<file path="src/rtl/ccs_pkg.sv">
// Shared types and constants of the comment stripper.
package ccs_pkg;

	localparam logic [2:0] MODE_NORMAL = 3'd0;
	localparam logic [2:0] MODE_BLOCK  = 3'd1;
	localparam logic [2:0] MODE_STRING = 3'd2;
	localparam logic [2:0] MODE_CHAR   = 3'd3;
	localparam logic [2:0] MODE_LINE   = 3'd4;

	localparam logic [7:0] CH_STAR   = 8'h2A;
	localparam logic [7:0] CH_SLASH  = 8'h2F;
	localparam logic [7:0] CH_BSLASH = 8'h5C;
	localparam logic [7:0] CH_DQUOTE = 8'h22;
	localparam logic [7:0] CH_SQUOTE = 8'h27;
	localparam logic [7:0] CH_SPACE  = 8'h20;

	localparam int QUEUE_DEPTH = 4;
	localparam int QPTR_W      = $clog2(QUEUE_DEPTH);
	localparam int QCNT_W      = $clog2(QUEUE_DEPTH + 1);

	typedef struct packed {
		logic [7:0] out_byte;
		logic       out_line_end;
		logic       last_of_run;
	} result_t;

	typedef struct packed {
		logic [1:0] count;
		result_t    r0;
		result_t    r1;
	} lex_out_t;

endpackage

</file>
<file path="src/rtl/c_comment_stripper_core.sv">
// Top level of the comment stripper: lexer feeding a result queue.
//
// Input channel: in_valid/in_ready with byte_value and is_line_end; one
// item is either a source byte or a line-end marker. Output channel:
// out_valid/out_ready with out_byte, out_line_end and last_of_run; an item
// yields zero, one or two results, the final one flagged by last_of_run.
// The lexer updates its mode and held-character flags at the input
// transfer and writes its results into a four-entry queue in that cycle.
// Each result is registered in the queue and offered from its head.
// Throughput: one input item per cycle while each item gives at most one
// result and out_ready stays high; an item that gives two results holds
// the queue's single read port for two reads. in_ready is high while the queue
// has room for two results, so a stalled receiver fills the queue and
// then holds off the sender without losing or repeating anything.
// Reset clears the lexer to normal text with nothing held and empties
// the queue.
module c_comment_stripper_core (
	input  logic       clk,
	input  logic       arst_n,
	input  logic       in_valid,
	output logic       in_ready,
	input  logic [7:0] byte_value,
	input  logic       is_line_end,
	output logic       out_valid,
	input  logic       out_ready,
	output logic [7:0] out_byte,
	output logic       out_line_end,
	output logic       last_of_run
);

	ccs_pkg::lex_out_t               lex_out;
	ccs_pkg::result_t                head;
	logic [ccs_pkg::QCNT_W-1:0]      count;
	logic                            take;
	logic                            pop;

	assign in_ready  = (count <= ccs_pkg::QCNT_W'(ccs_pkg::QUEUE_DEPTH - 2));
	assign take      = in_valid && in_ready;
	assign out_valid = (count != '0);
	assign pop       = out_valid && out_ready;

	assign out_byte     = head.out_byte;
	assign out_line_end = head.out_line_end;
	assign last_of_run  = head.last_of_run;

	ccs_lexer u_lexer (
		.clk         (clk),
		.arst_n      (arst_n),
		.take        (take),
		.byte_value  (byte_value),
		.is_line_end (is_line_end),
		.lex_out     (lex_out)
	);

	ccs_out_queue u_queue (
		.clk     (clk),
		.arst_n  (arst_n),
		.push    (take),
		.lex_out (lex_out),
		.pop     (pop),
		.head    (head),
		.count   (count)
	);

	a_count_bound: assert property (@(posedge clk) disable iff (!arst_n)
		count <= ccs_pkg::QCNT_W'(ccs_pkg::QUEUE_DEPTH))
		else $error("result queue overflow");

	a_line_end_out: assert property (@(posedge clk) disable iff (!arst_n)
		take && is_line_end |=> out_valid)
		else $error("line end transfer left no result");

	a_marker_last: assert property (@(posedge clk) disable iff (!arst_n)
		out_valid && out_line_end |-> last_of_run && out_byte == 8'h00)
		else $error("line end marker not final result");

	a_no_take_full: assert property (@(posedge clk) disable iff (!arst_n)
		count > ccs_pkg::QCNT_W'(ccs_pkg::QUEUE_DEPTH - 2) |-> !in_ready)
		else $error("input taken without room for two results");

endmodule

</file>
<file path="src/rtl/ccs_lexer.sv">
// Lexer state and per-item result generation.
module ccs_lexer (
	input  logic               clk,
	input  logic               arst_n,
	input  logic               take,
	input  logic [7:0]         byte_value,
	input  logic               is_line_end,
	output ccs_pkg::lex_out_t  lex_out
);

	logic [2:0] mode_q, mode_d;
	logic       slash_q, slash_d;
	logic       star_q, star_d;
	logic       esc_q, esc_d;
	ccs_pkg::lex_out_t lo;
	logic [7:0] close_ch;

	always_comb begin
		mode_d   = mode_q;
		slash_d  = slash_q;
		star_d   = star_q;
		esc_d    = esc_q;
		lo       = '0;
		close_ch = (mode_q == ccs_pkg::MODE_STRING) ? ccs_pkg::CH_DQUOTE : ccs_pkg::CH_SQUOTE;
		if (is_line_end) begin
			if (slash_q) begin
				lo.r0.out_byte     = ccs_pkg::CH_SLASH;
				lo.r1.out_line_end = 1'b1;
				lo.count           = 2'd2;
			end else begin
				lo.r0.out_line_end = 1'b1;
				lo.count           = 2'd1;
			end
			slash_d = 1'b0;
			star_d  = 1'b0;
			esc_d   = 1'b0;
			if (mode_q != ccs_pkg::MODE_BLOCK) begin
				mode_d = ccs_pkg::MODE_NORMAL;
			end
		end else begin
			unique case (mode_q) inside
				ccs_pkg::MODE_BLOCK: begin
					if (star_q && byte_value == ccs_pkg::CH_SLASH) begin
						mode_d         = ccs_pkg::MODE_NORMAL;
						star_d         = 1'b0;
						lo.r0.out_byte = ccs_pkg::CH_SPACE;
						lo.count       = 2'd1;
					end else begin
						star_d = (byte_value == ccs_pkg::CH_STAR);
					end
				end
				ccs_pkg::MODE_STRING, ccs_pkg::MODE_CHAR: begin
					lo.r0.out_byte = byte_value;
					lo.count       = 2'd1;
					if (esc_q) begin
						esc_d = 1'b0;
					end else if (byte_value == ccs_pkg::CH_BSLASH) begin
						esc_d = 1'b1;
					end else if (byte_value == close_ch) begin
						mode_d = ccs_pkg::MODE_NORMAL;
					end
				end
				ccs_pkg::MODE_LINE: begin
				end
				default: begin
					mode_d = ccs_pkg::MODE_NORMAL;
					if (slash_q) begin
						slash_d = 1'b0;
						if (byte_value == ccs_pkg::CH_STAR) begin
							mode_d         = ccs_pkg::MODE_BLOCK;
							star_d         = 1'b0;
							lo.r0.out_byte = ccs_pkg::CH_SPACE;
							lo.count       = 2'd1;
						end else if (byte_value == ccs_pkg::CH_SLASH) begin
							mode_d         = ccs_pkg::MODE_LINE;
							lo.r0.out_byte = ccs_pkg::CH_SPACE;
							lo.count       = 2'd1;
						end else begin
							lo.r0.out_byte = ccs_pkg::CH_SLASH;
							lo.r1.out_byte = byte_value;
							lo.count       = 2'd2;
							if (byte_value == ccs_pkg::CH_DQUOTE) begin
								mode_d = ccs_pkg::MODE_STRING;
							end else if (byte_value == ccs_pkg::CH_SQUOTE) begin
								mode_d = ccs_pkg::MODE_CHAR;
							end
						end
					end else if (byte_value == ccs_pkg::CH_SLASH) begin
						slash_d = 1'b1;
					end else begin
						lo.r0.out_byte = byte_value;
						lo.count       = 2'd1;
						if (byte_value == ccs_pkg::CH_DQUOTE) begin
							mode_d = ccs_pkg::MODE_STRING;
						end else if (byte_value == ccs_pkg::CH_SQUOTE) begin
							mode_d = ccs_pkg::MODE_CHAR;
						end
					end
				end
			endcase
		end
		lo.r0.last_of_run = (lo.count == 2'd1);
		lo.r1.last_of_run = (lo.count == 2'd2);
	end

	assign lex_out = lo;

	always_ff @(posedge clk or negedge arst_n) begin
		if (!arst_n) begin
			mode_q  <= ccs_pkg::MODE_NORMAL;
			slash_q <= 1'b0;
			star_q  <= 1'b0;
			esc_q   <= 1'b0;
		end else if (take) begin
			mode_q  <= mode_d;
			slash_q <= slash_d;
			star_q  <= star_d;
			esc_q   <= esc_d;
		end
	end

endmodule

</file>
<file path="src/rtl/ccs_out_queue.sv">
// Result queue: takes up to two results per cycle, delivers at most one per cycle, on pop.
module ccs_out_queue (
	input  logic                       clk,
	input  logic                       arst_n,
	input  logic                       push,
	input  ccs_pkg::lex_out_t          lex_out,
	input  logic                       pop,
	output ccs_pkg::result_t           head,
	output logic [ccs_pkg::QCNT_W-1:0] count
);

	ccs_pkg::result_t                mem [ccs_pkg::QUEUE_DEPTH];
	logic [ccs_pkg::QPTR_W-1:0]      wr_ptr_q, rd_ptr_q, wr_ptr1;
	logic [ccs_pkg::QCNT_W-1:0]      count_q, push_n;

	assign push_n  = push ? ccs_pkg::QCNT_W'(lex_out.count) : '0;
	assign wr_ptr1 = wr_ptr_q + ccs_pkg::QPTR_W'(1);
	assign head    = mem[rd_ptr_q];
	assign count   = count_q;

	always_ff @(posedge clk) begin
		if (push && lex_out.count != 2'd0) begin
			mem[wr_ptr_q] <= lex_out.r0;
		end
		if (push && lex_out.count == 2'd2) begin
			mem[wr_ptr1] <= lex_out.r1;
		end
	end

	always_ff @(posedge clk or negedge arst_n) begin
		if (!arst_n) begin
			wr_ptr_q <= '0;
			rd_ptr_q <= '0;
			count_q  <= '0;
		end else begin
			wr_ptr_q <= wr_ptr_q + ccs_pkg::QPTR_W'(push_n);
			if (pop) begin
				rd_ptr_q <= rd_ptr_q + ccs_pkg::QPTR_W'(1);
			end
			count_q <= count_q + push_n - (pop ? ccs_pkg::QCNT_W'(1) : '0);
		end
	end

endmodule

</file>
<file path="config.mk">
export PLATFORM = sky130hd
export DESIGN_NAME = c_comment_stripper_core
export DESIGN_NICKNAME = d
export VERILOG_FILES = /design/src/rtl/ccs_pkg.sv /design/src/rtl/c_comment_stripper_core.sv /design/src/rtl/ccs_lexer.sv /design/src/rtl/ccs_out_queue.sv
export SDC_FILE = /design/constraint.sdc
export NUM_CORES = 1
export LEC_CHECK = 0
export BUFFER_PORTS_ARGS = -buffer_cell sky130_fd_sc_hd__buf_2
export CAP_MARGIN = 10
export CORE_MARGIN = 2
export CORE_UTILIZATION = 63
export CTS_CLUSTER_SIZE = 8
export DETAILED_ROUTE_END_ITERATION = 16
export PLACE_DENSITY = 0.83
export SKIP_LAST_GASP = 1
export SLEW_MARGIN = 15
export SYNTH_ARGS = -nofsm -noshare
export SYNTH_HDL_FRONTEND = slang
export SYNTH_SLANG_ARGS = --single-unit
</file>
<file path="constraint.sdc">
create_clock -name clk -period 6.93 [get_ports clk]
set_input_delay 0.3465 -clock clk [delete_from_list [all_inputs] [get_ports clk]]
set_output_delay 0.3465 -clock clk [all_outputs]
set_load 0.01 [all_outputs]
</file>
Word-level counts from Yosys, hierarchy flattened
Memory sizes are Yosys's and may differ from the RTL's. Index checks and enable logic that the tools add are counted.

Equal/unequal tests: 21. Add/sub/neg operators: 5. Order comparisons: 1. Reduce and logical (&&, ||, !) cells: 17. Multiplexer cells: 51.

Operators by type and width (number): $mux 10 (4); $mux 8 (5); $mux 3 (12); $eq 8x6->1 const B (4); $pmux 10 s3 (1); $mux 1 (21); $mux 9 (2); $ne 3x3->1 const B (3); $pmux 3 s3 (1); $reduce_bool 3->1 (3); $eq 8x7->1 const B (1); $eq 8x8->1 (1); $reduce_and 7->1 (1); $eq 3x2->1 const B (2); $mux 2 (3); $mux 6 (1); $ne 2x1->1 const B (3); $logic_and 1x1->1 (5); $add 2x1->2 const B (2); $reduce_and 2->1 (2); $reduce_and 4->1 (1); $reduce_bool 2->1 (2); $reduce_or 4->1 (1); $add 3x3->3 (1); 13 further kinds (13).

Memories: 1. Output and inout port bits: 12. Bits in writable memories: 40. Flip-flop bits (word level): 13.

Memory list: u_queue.mem (words 4, width 10, rd ports 1, clocked after Yosys merged registers in 0, write ports 2, line ccs_out_queue.sv:12) `ccs_pkg::result_t mem [ccs_pkg::QUEUE_DEPTH];`.

Depth between registers and ports, before layout
Depth after elaboration: 10. Depth in mapped cells: 11. Mapped depth without buffers: 9.

By module
From an unflattened synthesis, not the netlist that was laid out.

Cell total of the unflattened synthesis: 251. Area, all modules: 3216.8 um2.

By module, submodules not included: ccs_out_queue (instances 1, cells an instance 137, area each 2351.0 um2, sequential area each 1376.3 um2); ccs_lexer (instances 1, cells an instance 110, area each 834.6 um2, sequential area each 150.1 um2); c_comment_stripper_core (instances 1, cells an instance 4, area each 31.3 um2, sequential area each 0.0 um2).

Worst setup path before layout
Ideal clock, no wire load.

Path type: register to register. Start point: reg u_lexer.mode_q[1]. End point: mem u_queue.mem[3][0] in the netlist's numbering, enable pin. Stages on the path, launching flop included: 7. Arrival: 2.172 ns. Path slack: 4.365 ns. Library setup time: 0.392 ns. Path buffers: 1. Path through: dfrtp_1 clkbuf_1 nor4bb_1 nand4_1 a32oi_1 a211oi_1 nor3b_1.

RTL lines: from (decl) (line ccs_lexer.sv:11) `logic [2:0] mode_q, mode_d;`; from (signal assigned) (line ccs_lexer.sv:110) `mode_q <= ccs_pkg::MODE_NORMAL;`; from (signal assigned) (line ccs_lexer.sv:115) `mode_q <= mode_d;`; to (decl) (line ccs_out_queue.sv:12).

Worst setup path after layout
Start point: reg u_lexer.mode_q[2]. End point: reg u_queue.count_q, in the netlist u_queue.count[2].

Longest elaborated chain between the ends: 7.

RTL lines: $eq 3x2->1 (no source line); $reduce_or 2->1 (line ccs_lexer.sv:41) `unique case (mode_q) inside`; $pmux 10 s3 (*) (line ccs_lexer.sv:41); $mux 10 (*) (line ccs_lexer.sv:25) `if (is_line_end) begin`; $mux 2 (*) (line ccs_out_queue.sv:16) `assign push_n = push ? ccs_pkg::QCNT_W'(lex_out.count) : '0;`; $add 3x3->3 (*) (line ccs_out_queue.sv:40) `count_q <= count_q + push_n - (pop ? ccs_pkg::QCNT_W'(1) : '0);`; $sub 3x3->3 (*) (line ccs_out_queue.sv:40); to (signal assigned) (line ccs_out_queue.sv:40); to (decl) (line ccs_out_queue.sv:14) `logic [ccs_pkg::QCNT_W-1:0] count_q, push_n;`.

Mark *: on every way between the ends. The rest lies on a longest branch, timed or not. A chain may end at the register's enable or synchronous reset.

==> results.sh <==
export IMPL_die_y_um=72.51
export IMPL_cts_tree="built"
export IMPL_ant_nets=0
export IMPL_drt_first_pass_iters=5
export IMPL_relSlewSlack=0.4252
export IMPL_grt_pass1_wl_mm=10.44
export IMPL_synth_area_leaders="edfxtp_1 (41%), dfrtp_1 (11%), mux4_2 (7.6%)"
export IMPL_period_share=0.4596
export IMPL_clock_sinks=53
export IMPL_yosysTopAreaCellShare=0.4063
export IMPL_yosys_warnings=0
export IMPL_cts_clk_slew_worst_paths_ns=0.10
export IMPL_drcViolationCount=0
export IMPL_synth_top_cell_by_area="edfxtp_1"
export IMPL_start_util=0.6653
export IMPL_hold_start="out_ready"
export IMPL_syn_to_final_growth_pct=7.491
export IMPL_hp_class="input pin to flop"
export IMPL_switching_power_w=0.0003223
export IMPL_finalSetupViolCount=0
export IMPL_worstSetupPathType="flop to flop"
export IMPL_final_max_slew_viol_count=0
export IMPL_worst_ep_required_time_ns=7.16
export IMPL_reg2regPathDepth=9
export IMPL_worstPathArrival_ns=3.42
export IMPL_htree_levels=2
export IMPL_rsz0062_at_grt="false"
export IMPL_ys_seq_area_frac=0.5163
export IMPL_crit_top_cell="xnor2_1"
export IMPL_fin_total_pwr_w=0.0009535
export IMPL_diodes=0
export IMPL_synth_seq_cells=53
export IMPL_cts_buffers=5
export IMPL_worstSkewPairLatency_ns=0.31
export IMPL_fin_nets=299
export IMPL_synth_fp_nets=281
export IMPL_die_area_mm2=0.005257
export IMPL_drive_gt1_frac=0.1879
export IMPL_die_w_um=72.51
export IMPL_routabilityCongestion=0.9715
export IMPL_critPathBufInv=0
export IMPL_port_buffers=24
export IMPL_totalWireLength_mm=6.263
export IMPL_root_buffer="clkbuf_8"
export IMPL_cts_resized=0
export IMPL_finalHoldViolCount=0
export IMPL_vias=2157
export IMPL_ir_drop_mv=0.2110
export IMPL_drt_initial_drc_count=237
export IMPL_synth_main_ff_cell="edfxtp_1"
export IMPL_syn_area_per_cell_um2=11.24
export IMPL_fin_tns_setup_ns=0
export IMPL_hold_path_endpoint="u_queue.rd_ptr_q[0]"
export IMPL_synthArstFlopShare=0.2453
export IMPL_swShare=0.3380
export IMPL_final_fill_count=324
export IMPL_leakage_nw=1.124
export IMPL_critPathMaxStageDelay_ns=0.67
export IMPL_drv_cap=0
export IMPL_rows=24
export IMPL_worstReg2RegStart="u_lexer.mode_q[2]"
export IMPL_viasPerCell=6.458
export IMPL_post_cts_setup_buffers=0
export IMPL_tightest_slew_ns=0.8570
export IMPL_reg2reg_slack_ns=3.75
export IMPL_yosysMostFrequentCell="edfxtp_1"
export IMPL_clockPowerShare=0.182
export IMPL_cp_end_kind="flop"
export IMPL_holdPathStages=3
export IMPL_p_seq_frac=0.501
export IMPL_pwr_density_cell_mw_per_mm2=300.0
export IMPL_grt_max_degree=23
export IMPL_internal_power_w=0.0006313
export IMPL_synthDistinctLibCells=53
export IMPL_grt_overflow=0
export IMPL_core_area_mm2=0.004444
export IMPL_crit_path_start_kind="flop"
export IMPL_crit_path_cell_trace="nor3_1, o31ai_1, a21oi_1, o21bai_1, nor2_1, ha_1, fa_1, xnor2_1, xnor2_1"
export IMPL_finalCriticalPeriod_ns=3.185
export IMPL_path_max_fanout=14
export IMPL_cpLargestDelayFamily="compound AO/OA/AOI/OAI gates"
export IMPL_antenna_found_initial=0
export IMPL_status="completed"
export IMPL_synth_edf_count=40
export IMPL_slowest_stage="a21oi_1"
export IMPL_post_drt_wl_per_cell_um=18.75
export IMPL_grt_usage=0.2668
export IMPL_pin_count=25
export IMPL_place_hpwl_mm=4.639
export IMPL_combPwrFrac=0.316
export IMPL_fmax_mhz=314.0
export IMPL_cts_buffer_depth=2
export IMPL_syn_inst=263
export IMPL_netlist_top_cells_count="edfxtp_1 (40), a21oi_1 (25), nand2_1 (24)"
export IMPL_grt_pass1_vias=2150
export IMPL_synth_area_mm2=0.002957
export IMPL_clock_skew_ns=0.005281
export IMPL_rr_endpoint="u_queue.count[2]"
-- kinds of logic (layout without fill, tap and decap cells) --
| family | count (synthesis) | count (layout) | share of synthesized area |
|---|---|---|---|
| fa+ha+maj | 5 | 5 | 0.02370 |
| compound gates | 70 | 70 | 0.1418 |
| buf+inv | 26 | 45 | 0.04105 |
| mux | 17 | 17 | 0.1011 |
| flops | 53 | 53 | 0.5163 |
| simple gates | 84 | 84 | 0.1524 |
| xor+xnor | 8 | 8 | 0.02370 |
-- cells in the final DEF, fill, tap and decap left out, types with 4 or more instances in the layout --
| master | n |
|---|---|
| o21ai_0 | 21 |
| ha_1 | 4 |
| buf_2 | 24 |
| nand2_1 | 24 |
| clkbuf_8 | 5 |
| edfxtp_1 | 40 |
| dfrtp_1 | 13 |
| a21boi_0 | 4 |
| mux4_2 | 10 |
| a21oi_1 | 25 |
| nor3_1 | 6 |
| nor2_1 | 13 |
| buf_4 | 4 |
| xnor2_1 | 5 |
| and2_1 | 4 |
| mux2i_1 | 4 |
| inv_1 | 8 |
| a31oi_1 | 4 |
| nand3_1 | 10 |
-- worst max-delay path by stage --
stage	from	endpoint	slack, ns	depth (start not counted)
4_1_cts	u_lexer.mode_q[2]	u_queue.count[2]	3.81	9
2_1_floorplan	u_lexer.mode_q[1]	u_queue.mem[3][0]	4.37	6
5_1_grt	u_lexer.mode_q[2]	u_queue.count[2]	3.50	9
3_3_place_gp	u_lexer.mode_q[2]	u_queue.count[2]	3.94	9
3_5_place_dp	u_lexer.mode_q[2]	u_queue.count[2]	3.84	9
6_report	u_lexer.mode_q[2]	u_queue.count[2]	3.75	9
-- area by class of cell --
| cell class | instances | area, um^2 | area share |
|---|---|---|---|
| tap | 52 | 65.06 | 0.02047 |
| inverter | 8 | 30.03 | 0.009449 |
| sequential | 53 | 1526 | 0.4803 |
| timing repair buffer | 29 | 160.2 | 0.05039 |
| clock inverter | 2 | 15.01 | 0.004724 |
| multi-input combinational | 184 | 1309 | 0.4118 |
| clock buffer | 6 | 72.57 | 0.02283 |
-- registers in the layout, summed over array words and instances (netlist names) --
register	cells
u_lexer.star_q	1
u_lexer.slash_q	1
u_lexer.mode_q	3
u_queue.rd_ptr_q	2
u_lexer.esc_q	1
u_queue.count	3
u_queue.mem	40
u_queue.wr_ptr_q	2
-- worst reg2reg max path, cell delays in order (launching register included) --
cell	delay (ns)
dfrtp_1	0.53
nor3_1	0.34
o31ai_1	0.16
a21oi_1	0.67
o21bai_1	0.35
nor2_1	0.13
ha_1	0.23
fa_1	0.38
xnor2_1	0.19
xnor2_1	0.13
-- power groups by stage --
stage | combinational (W) | clock [W] | sequential [W]
2_1_floorplan | 0.000251 | 0 | 0.000433
3_3_place_gp | 0.000290 | 0 | 0.000480
3_5_place_dp | 0.000305 | 0 | 0.000485
4_1_cts | 0.000306 | 0.000176 | 0.000478
5_1_grt | 0.000334 | 0.000187 | 0.000489
6_report | 0.000302 | 0.000174 | 0.000478
-- timing repair --
| item | 4_1_cts | 5_1_grt |
|---|---|---|
| setup endpoints to repair | 0 | 0 |
| hold endpoints to repair | 13 | 0 |
| hold buffers | 1 | 0 |
-- metrics by stage --
step	hold slack [ns]	cells	instance area [um^2]	setup slack, ns	utilization
2_1_floorplan	0.05091	263	2957	4.365	-
3_3_place_gp	0.2571	325	3080	3.945	0.6931
3_5_place_dp	0.2570	325	3080	3.840	0.6931
4_1_cts	0.3889	334	3178	3.812	0.7151
5_1_grt	0.4121	334	3178	3.495	0.7151
6_report	0.3907	334	3178	3.745	0.7151
-- routing by layer --
| layer | GRT usage | vias to the layer above | wire [um] | share of wire |
|---|---|---|---|---|
| met5 | 0 | - | 0 | 0 |
| met4 | 0.1276 | 0 | 194 | 0.031 |
| met3 | 0.03750 | 18 | 365 | 0.058 |
| met2 | 0.4465 | 98 | 3107 | 0.50 |
| met1 | 0.3446 | 1012 | 2595 | 0.41 |
| li1 | - | 1029 | - | - |
Power figures use the tool's default switching activity.
